$ cat src/hw/rtl/lct_pkg.sv
// lct_pkg: shared constants, command codes and transaction structs
// for the lru cache table unit; no dependencies
package lct_pkg;

  localparam int Entries  = 8;
  localparam int IdxW     = $clog2(Entries);
  localparam int RankW    = $clog2(Entries);
  localparam int CntW     = $clog2(Entries + 1);
  localparam int KeyW     = 32;
  localparam int DataW    = 32;
  localparam int CapW     = 4;
  localparam logic [CapW-1:0] CapReset = CapW'(3);

  typedef enum logic {
    CmdGet = 1'b0,
    CmdPut = 1'b1
  } cmd_e;

  typedef struct packed {
    cmd_e                    command;
    logic signed [KeyW-1:0]  key;
    logic        [DataW-1:0] write_value;
  } req_t;

  typedef struct packed {
    logic                    found;
    logic        [DataW-1:0] read_value;
    logic                    evicted;
    logic signed [KeyW-1:0]  evicted_key;
  } rsp_t;

  // controller to datapath commands
  typedef struct packed {
    logic load;     // capture request
    logic compare;  // search the table, register match and victim
    logic update;   // apply the access, register the response
    logic clear;    // capacity write: empty the store
  } ctl_t;

endpackage

$ cat src/hw/rtl/lru_cache_table_unit.sv
// lru_cache_table_unit: top level of the fully associative lru key-value store
// depends on lct_pkg, lct_controller and lct_datapath
//
//   channel    signals                         direction  handshake
//   request    start_i, req_i                  in         start_i high, busy_o low
//   result     done_o, rsp_o                   out        one-cycle strobe, no stall
//   config     cfg_valid_i, cfg_data_i         in         cfg_valid_i and cfg_ready_o
//              cfg_ready_o                     out
//
// each transaction steps through accept, compare and update; the result
// strobe comes in the cycle after update, while the next request may already
// be accepted; busy_o holds off a new request through compare and update,
// and the compare stage is registered ahead of the rank update
// reset empties the table and sets capacity to three; a capacity write also
// empties the table and is taken only while idle with start_i low
// the result receiver cannot stall: rsp_o is valid only while done_o is high
module lru_cache_table_unit (
  input  logic                              clk_i,
  input  logic                              rst_ni,
  // request channel
  input  logic                              start_i,
  input  lct_pkg::req_t                     req_i,
  output logic                              busy_o,
  // result channel
  output logic                              done_o,
  output lct_pkg::rsp_t                     rsp_o,
  // capacity register write
  input  logic                              cfg_valid_i,
  input  logic          [lct_pkg::CapW-1:0] cfg_data_i,
  output logic                              cfg_ready_o
);

  // commands from the sequencer into the table datapath
  lct_pkg::ctl_t ctl;

  // sequencer: idle, compare, update; also gates config writes
  lct_controller u_ctrl (
    .clk_i       (clk_i),
    .rst_ni      (rst_ni),
    .start_i     (start_i),
    .cfg_valid_i (cfg_valid_i),
    .busy_o      (busy_o),
    .done_o      (done_o),
    .cfg_ready_o (cfg_ready_o),
    .ctl_o       (ctl)
  );

  // entry table with parallel key match, victim select and rank aging
  lct_datapath u_dp (
    .clk_i      (clk_i),
    .rst_ni     (rst_ni),
    .ctl_i      (ctl),
    .req_i      (req_i),
    .cfg_data_i (cfg_data_i),
    .rsp_o      (rsp_o)
  );

endmodule

$ cat src/hw/rtl/lct_datapath.sv
// lct_datapath: entry table, parallel key compare, recency ranks and
// response register; depends on lct_pkg
module lct_datapath (
  input  logic                                clk_i,
  input  logic                                rst_ni,
  input  lct_pkg::ctl_t                       ctl_i,
  input  lct_pkg::req_t                       req_i,
  input  logic          [lct_pkg::CapW-1:0]   cfg_data_i,
  output lct_pkg::rsp_t                       rsp_o
);

  localparam int N = lct_pkg::Entries;

  // table state
  logic [N-1:0]                    valid_q;
  logic [lct_pkg::KeyW-1:0]        key_q  [N];
  logic [lct_pkg::DataW-1:0]       data_q [N];
  logic [lct_pkg::RankW-1:0]       rank_q [N];
  logic [lct_pkg::CntW-1:0]        used_q;
  logic [lct_pkg::CapW-1:0]        cap_q;

  // request and compare results
  lct_pkg::req_t                   req_q;
  logic                            hit_q;
  logic [lct_pkg::IdxW-1:0]        hit_idx_q;
  logic [lct_pkg::RankW-1:0]       hit_rank_q;
  logic [lct_pkg::DataW-1:0]       hit_data_q;
  logic [lct_pkg::IdxW-1:0]        slot_q;
  logic                            evict_q;
  logic [lct_pkg::KeyW-1:0]        evict_key_q;
  lct_pkg::rsp_t                   rsp_q;

  // compare stage logic
  logic [N-1:0]                    hit_vec;
  logic [N-1:0]                    victim_vec;
  logic                            hit_any;
  logic [lct_pkg::IdxW-1:0]        hit_idx;
  logic [lct_pkg::RankW-1:0]       hit_rank;
  logic [lct_pkg::DataW-1:0]       hit_data;
  logic [lct_pkg::IdxW-1:0]        free_idx;
  logic [lct_pkg::IdxW-1:0]        victim_idx;
  logic [lct_pkg::KeyW-1:0]        victim_key;
  logic [lct_pkg::CntW-1:0]        eff_cap;
  logic                            full;

  always_comb begin
    if (cap_q == '0) begin
      eff_cap = lct_pkg::CntW'(1);
    end else if (int'(cap_q) > N) begin
      eff_cap = lct_pkg::CntW'(N);
    end else begin
      eff_cap = lct_pkg::CntW'(cap_q);
    end
    full = (used_q >= eff_cap);
  end

  // keys are unique among valid entries and ranks are distinct, so the
  // match and the victim are at most one-hot
  always_comb begin
    hit_rank   = '0;
    hit_data   = '0;
    victim_key = '0;
    hit_idx    = '0;
    victim_idx = '0;
    free_idx   = '0;
    for (int i = 0; i < N; i++) begin
      hit_vec[i]    = valid_q[i] && (key_q[i] == req_q.key);
      victim_vec[i] = valid_q[i] &&
                      (lct_pkg::CntW'(rank_q[i]) == used_q - lct_pkg::CntW'(1));
      if (hit_vec[i]) begin
        hit_idx  = lct_pkg::IdxW'(i);
        hit_rank = hit_rank | rank_q[i];
        hit_data = hit_data | data_q[i];
      end
      if (victim_vec[i]) begin
        victim_idx = lct_pkg::IdxW'(i);
        victim_key = victim_key | key_q[i];
      end
    end
    // lowest free slot wins
    for (int i = N - 1; i >= 0; i--) begin
      if (!valid_q[i]) begin
        free_idx = lct_pkg::IdxW'(i);
      end
    end
    hit_any = |hit_vec;
  end

  // payload registers
  always_ff @(posedge clk_i) begin
    if (ctl_i.load) begin
      req_q <= req_i;
    end
    if (ctl_i.compare) begin
      hit_q       <= hit_any;
      hit_idx_q   <= hit_idx;
      hit_rank_q  <= hit_rank;
      hit_data_q  <= hit_data;
      slot_q      <= full ? victim_idx : free_idx;
      evict_q     <= !hit_any && (req_q.command == lct_pkg::CmdPut) && full;
      evict_key_q <= victim_key;
    end
    if (ctl_i.update) begin
      rsp_q.found       <= hit_q;
      rsp_q.read_value  <= (hit_q && req_q.command == lct_pkg::CmdGet) ? hit_data_q : '0;
      rsp_q.evicted     <= evict_q;
      rsp_q.evicted_key <= evict_q ? evict_key_q : '0;
      if (req_q.command == lct_pkg::CmdPut) begin
        if (hit_q) begin
          data_q[hit_idx_q] <= req_q.write_value;
        end else begin
          data_q[slot_q] <= req_q.write_value;
          key_q[slot_q]  <= req_q.key;
        end
      end
    end
  end

  // table control state
  always_ff @(posedge clk_i or negedge rst_ni) begin
    if (!rst_ni) begin
      valid_q <= '0;
      used_q  <= '0;
      cap_q   <= lct_pkg::CapReset;
      for (int i = 0; i < N; i++) begin
        rank_q[i] <= '0;
      end
    end else if (ctl_i.clear) begin
      valid_q <= '0;
      used_q  <= '0;
      cap_q   <= cfg_data_i;
      for (int i = 0; i < N; i++) begin
        rank_q[i] <= '0;
      end
    end else if (ctl_i.update) begin
      if (hit_q) begin
        // promote: entries more recent than the hit age by one
        for (int i = 0; i < N; i++) begin
          if (valid_q[i] && lct_pkg::IdxW'(i) != hit_idx_q && rank_q[i] < hit_rank_q) begin
            rank_q[i] <= rank_q[i] + lct_pkg::RankW'(1);
          end
        end
        rank_q[hit_idx_q] <= '0;
      end else if (req_q.command == lct_pkg::CmdPut) begin
        // new entry: everyone else ages, victim or free slot takes it
        for (int i = 0; i < N; i++) begin
          if (valid_q[i] && lct_pkg::IdxW'(i) != slot_q) begin
            rank_q[i] <= rank_q[i] + lct_pkg::RankW'(1);
          end
        end
        rank_q[slot_q]  <= '0;
        valid_q[slot_q] <= 1'b1;
        if (!evict_q) begin
          used_q <= used_q + lct_pkg::CntW'(1);
        end
      end
    end
  end

  assign rsp_o = rsp_q;

endmodule

$ cat src/hw/rtl/lct_controller.sv
// lct_controller: sequencer for accept, compare, update and result strobe;
// depends on lct_pkg
module lct_controller (
  input  logic          clk_i,
  input  logic          rst_ni,
  input  logic          start_i,
  input  logic          cfg_valid_i,
  output logic          busy_o,
  output logic          done_o,
  output logic          cfg_ready_o,
  output lct_pkg::ctl_t ctl_o
);

  typedef enum logic [1:0] {
    StIdle,
    StCompare,
    StUpdate
  } state_e;

  state_e state_q, state_d;
  logic   done_q;

  assign busy_o      = (state_q != StIdle);
  assign cfg_ready_o = (state_q == StIdle) && !start_i;

  always_comb begin
    ctl_o         = '0;
    ctl_o.load    = (state_q == StIdle) && start_i;
    ctl_o.compare = (state_q == StCompare);
    ctl_o.update  = (state_q == StUpdate);
    ctl_o.clear   = cfg_valid_i && cfg_ready_o;
    case (state_q)
      StIdle:    state_d = start_i ? StCompare : StIdle;
      StCompare: state_d = StUpdate;
      StUpdate:  state_d = StIdle;
      default:   state_d = StIdle;
    endcase
  end

  always_ff @(posedge clk_i or negedge rst_ni) begin
    if (!rst_ni) begin
      state_q <= StIdle;
      done_q  <= 1'b0;
    end else begin
      state_q <= state_d;
      done_q  <= (state_q == StUpdate);
    end
  end

  assign done_o = done_q;

endmodule

$ cat config.mk
export PLATFORM = sky130hd
export DESIGN_NAME = lru_cache_table_unit
export DESIGN_NICKNAME = d
export VERILOG_FILES = /design/src/hw/rtl/lct_pkg.sv /design/src/hw/rtl/lru_cache_table_unit.sv /design/src/hw/rtl/lct_datapath.sv /design/src/hw/rtl/lct_controller.sv
export SDC_FILE = /design/constraint.sdc
export NUM_CORES = 1
export LEC_CHECK = 0
export BUFFER_PORTS_ARGS = -buffer_cell sky130_fd_sc_hd__buf_2
export CORE_MARGIN = 2
export CORE_UTILIZATION = 39
export CTS_BUF_LIST = sky130_fd_sc_hd__clkbuf_8
export DETAILED_ROUTE_END_ITERATION = 8
export PLACE_DENSITY = 0.66
export REMOVE_ABC_BUFFERS = 1
export SLEW_MARGIN = 40
export SYNTH_ARGS = -nofsm -noshare
export SYNTH_HDL_FRONTEND = slang
export SYNTH_HIERARCHICAL = 1
export SYNTH_SLANG_ARGS = --single-unit
$ cat constraint.sdc
create_clock -name clk_i -period 10.46 [get_ports clk_i]
set_input_delay 2.092 -clock clk_i [delete_from_list [all_inputs] [get_ports clk_i]]
set_output_delay 2.092 -clock clk_i [all_outputs]
set_load 0.05 [all_outputs]
Yosys cells after proc, flatten, opt, wreduce, memory -nomap -nowiden
Memory sizes are Yosys's and may differ from the RTL's.
Cells that the tools add are included.

storage, ports and cells
  flip-flop bits (word level) = 249
  memory bits (writable) = 512
  memories kept = 2

memory list
  memory       words  width  rd ports  clocked after memory_dff  write ports  RTL line            source
  u_dp.data_q  8      32     8         0                         1            lct_datapath.sv:17  logic [lct_pkg::DataW-1:0] data_q [N];
  u_dp.key_q   8      32     8         0                         1            lct_datapath.sv:16  logic [lct_pkg::KeyW-1:0] key_q [N];

cells by class
  add/subtract/negate cells = 10
  order comparisons = 16
  equality and inequality tests = 34
  mux-type cells = 152
  bitwise operators = 29
  reductions and logical operators = 66

operators with widths
  kind                                                      number
  2-to-1 mux 32 bit                                         17
  OR 32 bit                                                 14
  2-to-1 mux 3 bit                                          96
  == test 32 bit                                            8
  2-to-1 mux 24 bit                                         4
  logical AND 1 bit                                         49
  bitwise AND 24 bit                                        2
  inverter 24 bit                                           2
  == test 3 x 4 -> 1 bit                                    8
  2-to-1 mux 8 bit                                          4
  OR reduction 32 bit                                       1
  2-to-1 mux 4 bit                                          7
  adder 3 x 1 -> 3 bit, second input constant               8
  < comparator 3 bit                                        8
  inequality test 3 bit, first input constant               8
  OR 3 bit                                                  7
  demux 3 bit (select 3 bit)                                2
  2-to-1 mux 1 bit                                          14
  2-to-1 mux 2 bit                                          6
  inequality test 2 x 3 -> 1 bit, first input constant      4
  nonzero test 3 bit                                        3
  greater-or-equal comparator 4 bit, second input constant  2
  < comparator 4 x 1 -> 1 bit, second input constant        2
  inverter 3 -> 4 bit                                       2
  other kinds (24)                                          29

Logic depth before layout (Yosys ltp)
  depth after elaboration = 18
  mapped depth = 11

Cells and area by module
Netlist, hierarchy kept.

modules (own cells, without submodules)
  module          instances  cells each  area each (sq um)  sequential area each (sq um)
  lct_datapath    1          1976        31149.9            22564.1
  lct_controller  1          9           126.4              75.1

Worst setup path before layout
OpenSTA, ideal clock, no wires.

  path kind = input port to flip-flop
  start point = input start_i
  end point = register u_ctrl.state_q[0]
  data arrival time = 6.836 ns
  required time = 9.846 ns
  path slack = 3.010 ns
  stages on the path = 1
  buffers on the path = 0
  path through = nor3b_1

between the ends
  cells in the longest elaborated chain, start to end = 2

RTL lines
  item                             RTL line                    source
  start, declared                  lru_cache_table_unit.sv:21  input logic start_i,
  2-to-1 mux 1 bit                 lct_controller.sv:33        StIdle: state_d = start_i ? StCompare : StIdle;
  case mux 2 bit (2 select lines)  lct_controller.sv:32        case (state_q)
  end signal, assigned             lct_controller.sv:42        state_q <= StIdle;
  end signal, assigned             lct_controller.sv:45        state_q <= state_d;
  end, declared                    lct_controller.sv:20        state_e state_q, state_d;

No other way between the ends.
A chain may end at the register's enable or synchronous reset.

Worst setup path after layout
  start point = input start_i
  end point = output cfg_ready_o

between the ends
  cells in the longest elaborated chain, start to end = 2

RTL lines
  item               RTL line                    source
  zero test 1 bit    lct_controller.sv:24        assign cfg_ready_o = (state_q == StIdle) && !start_i;
  logical AND 1 bit  lct_controller.sv:24
  end, declared      lru_cache_table_unit.sv:30  output logic cfg_ready_o

No other way between the ends.

==> reports/results.ini <==
[run_status]
status = complete, no violations

[power]
power_frac_comb_pct = 7.5
power_frac_seq_pct = 54.8
clkPwrFrac_pct = 37.7
switching_power_mw = 1.67
p_leak_nw = 12.4
ir_worst_vdd_mv = 0.149
p_int_mw = 4.91
power.total_mw = 6.58
swShare_pct = 25.4
powerDensity_nw_per_um2 = 184

[job]
maxCapViolations = 0

[cells_and_area]
layout-drive-gt1-share_pct = 17.1
area_growth_pct = 14.2
final-seq-area_sq_um = 22600
multi_input_area_sq_um = 8280
final_common_cell = edfxtp_1
finalNetCount = 2285
fillerInstances = 6953
instances_no_fill = 3337
layout_common_cells = 718 x edfxtp_1, 226 x xor2_1, 191 x a22oi_1, 140 x buf_2, 123 x clkbuf_8

[sta]
setup_violations = 0
min_period_ns = 4.70
fmax_mhz = 213
fin_skew_ns = 0.0401
slew_violations = 0
tightestPinTransition_ns = 0.842
post-route-period-util_pct = 45.0
setup_tns_ns = 0
hold_viol = 0
rsz0062_at_grt = false
slew_headroom_pct = 43.3

[yosys]
synth_edf_count = 718
yosysSeqAreaShare_pct = 72.4
avgSynthCellArea_sq_um = 15.8
yosysUniqueCellTypes = 62
synthArstFlopShare_pct = 5.65
syn_area_sq_um = 31300
synth.top_cell.area_share_pct = 68.9
synth-seq-cells = 761
ys_warn_count = 6
syn_inst = 1985
synthFlopType = edfxtp_1
synth.area.top_cells = edfxtp_1 69%, xor2_1 6.3%, a22oi_1 4.6%, dfrtp_1 3.3%, xnor2_1 1.5%
synth_top_area_cell = edfxtp_1

[global_route]
grt_overflow = 0
grt.total_usage_pct = 20.4
grt_pass1_wl_mm = 124
antenna_found_initial = 4
grt_max_degree = 64
grt_pass1_vias = 18900

[hold_path]
hp-class = reg -> reg
min_to = u_dp/rsp_o[21]
whs_path_depth = 1
min-delay-start = u_dp/evict_key_q[21]

[route]
dr.pass1.iters = 5
drtIter0Drc = 2020
vias_per_cell = 5.62
drc = 0
routed_wl_mm = 84.7
postRouteAntennaNets = 0
vias = 18700
wire_per_inst_um = 25.4

[worst_setup_path]
r2r-start = u_dp/req_q[57]
worstSetupEndpointType = primary output
ff2ff_setup_slack_ns = 6.93
r2r-end = u_dp/hit_data_q[30]
critPathKind = in -> out
critPathRequiredTime_ns = 8.37
worst-path-max-fanout = 3
start_kind = input port
arrival_ns = 2.61
reg2reg_depth = 8

[clocking]
path_clk_slew_ns = 0.06
cts_setup_buffers = 0
cts.path.max_buffers = 3
clkLatencyLatePin_ns = 0.75
cts-root-buf = clkbuf_8
cts-htree-levels = 3
cts_buffers = 120
cts.sinks = 761
cts_tree = built
postCtsHoldBufs = 0
post_cts_resized = 0

[place]
gp_congestion = 0.913
dp_cells = 3109
io_buffers = 141
hpwl_mm = 49.2

[floorplan]
coreArea_sq_um = 79100
dieArea_sq_um = 82500
die_x_um = 287
start_util_pct = 39.5
std_cell_rows = 103
die_y_um = 287
io_pins = 142

layer usage:
metal / share of wire (%) / vias up / global-route usage, %
met5: 0.031 / - / 0
met4: 3.6 / 4 / 8.01
met3: 9.2 / 186 / 4.76
met2: 47 / 920 / 32.1
met1: 40 / 9471 / 27.4
li1: - / 8167 / -
synth_stat cells (all sizes together) (30+ instances only):
library cell    n
nand4          47
clkbuf         50
nor2           58
nand3          70
a21oi          33
nor4           48
dfrtp          41
nor3           38
xor2          226
a221oi         40
ha             30
a22o           48
a22oi         191
and2           65
buf            58
xnor2          56
edfxtp        718
metrics by stage:
| step | hold WS (ns) | area [sq um] | utilization [%] | setup WS, ns |
|---|---|---|---|---|
| after detailed placement | 0.508 | 33300 | 42.1 | 5.75 |
| after floorplan | 0.497 | 30800 | - | 3.01 |
| after global placement | 0.507 | 33300 | 42.1 | 5.67 |
| final | 0.520 | 35700 | 45.1 | 5.76 |
| after global routing | 0.530 | 35700 | 45.1 | 5.71 |
| after CTS | 0.521 | 35700 | 45.1 | 5.74 |
how the worst max path moves through the flow:
stage             from                end  slack [ns]  cells past startpoint
4_1_cts        start_i        cfg_ready_o        5.74                      3
2_1_floorplan  start_i  u_ctrl/state_q[0]        3.01                      1
3_3_place_gp   start_i        cfg_ready_o        5.67                      3
6_report       start_i        cfg_ready_o        5.76                      3
5_1_grt        start_i        cfg_ready_o        5.71                      3
3_5_place_dp   start_i        cfg_ready_o        5.75                      3
flip-flops by register name, summed over array words and instances (netlist names), 8 cells and up:
name              cells
u_dp/rsp_o           66
u_dp/req_q           65
u_dp/rank_q          24
u_dp/valid_q          8
u_dp/data_q         256
u_dp/evict_key_q     32
u_dp/hit_data_q      32
u_dp/key_q          256
area by class of cell:
type	count	share of cell area (%)
well taps	1050	3.68
diodes	1	0.00701
repair buffers	183	2.92
inverters	13	0.137
clock buffers	123	4.74
clock inverters	103	1.91
multi-input cells	1103	23.2
flip-flops and latches	761	63.4
power by group through the flow:
stage	Combinational (mW)	Sequential, mW	Clock (mW)
2_1_floorplan	0.232	3.71	0
3_3_place_gp	0.488	3.66	0
3_5_place_dp	0.498	3.67	0
4_1_cts	0.500	3.61	2.54
5_1_grt	0.535	3.62	2.66
6_report	0.496	3.61	2.48
cells by family (layout without fill, tap and decap cells):
family / Yosys count / count (layout) / share of synthesized area, %
AND/OR/NAND/NOR: 406 / 406 / 7.27
flip-flops: 761 / 761 / 72.4
buffers and inverters: 121 / 422 / 1.79
other: 0 / 1 / 0
multiplexers: 12 / 12 / 0.432
adder cells (fa/ha/maj): 30 / 30 / 1.20
XOR/XNOR: 282 / 282 / 7.96
AO/OA/AOI/OAI: 373 / 373 / 8.96
worst max-delay path, cell delays in order:
cell and delay [ns]:
buf_2 0.12, nor3_1 0.11, buf_2 0.28
(Power assumes the default switching activity.)
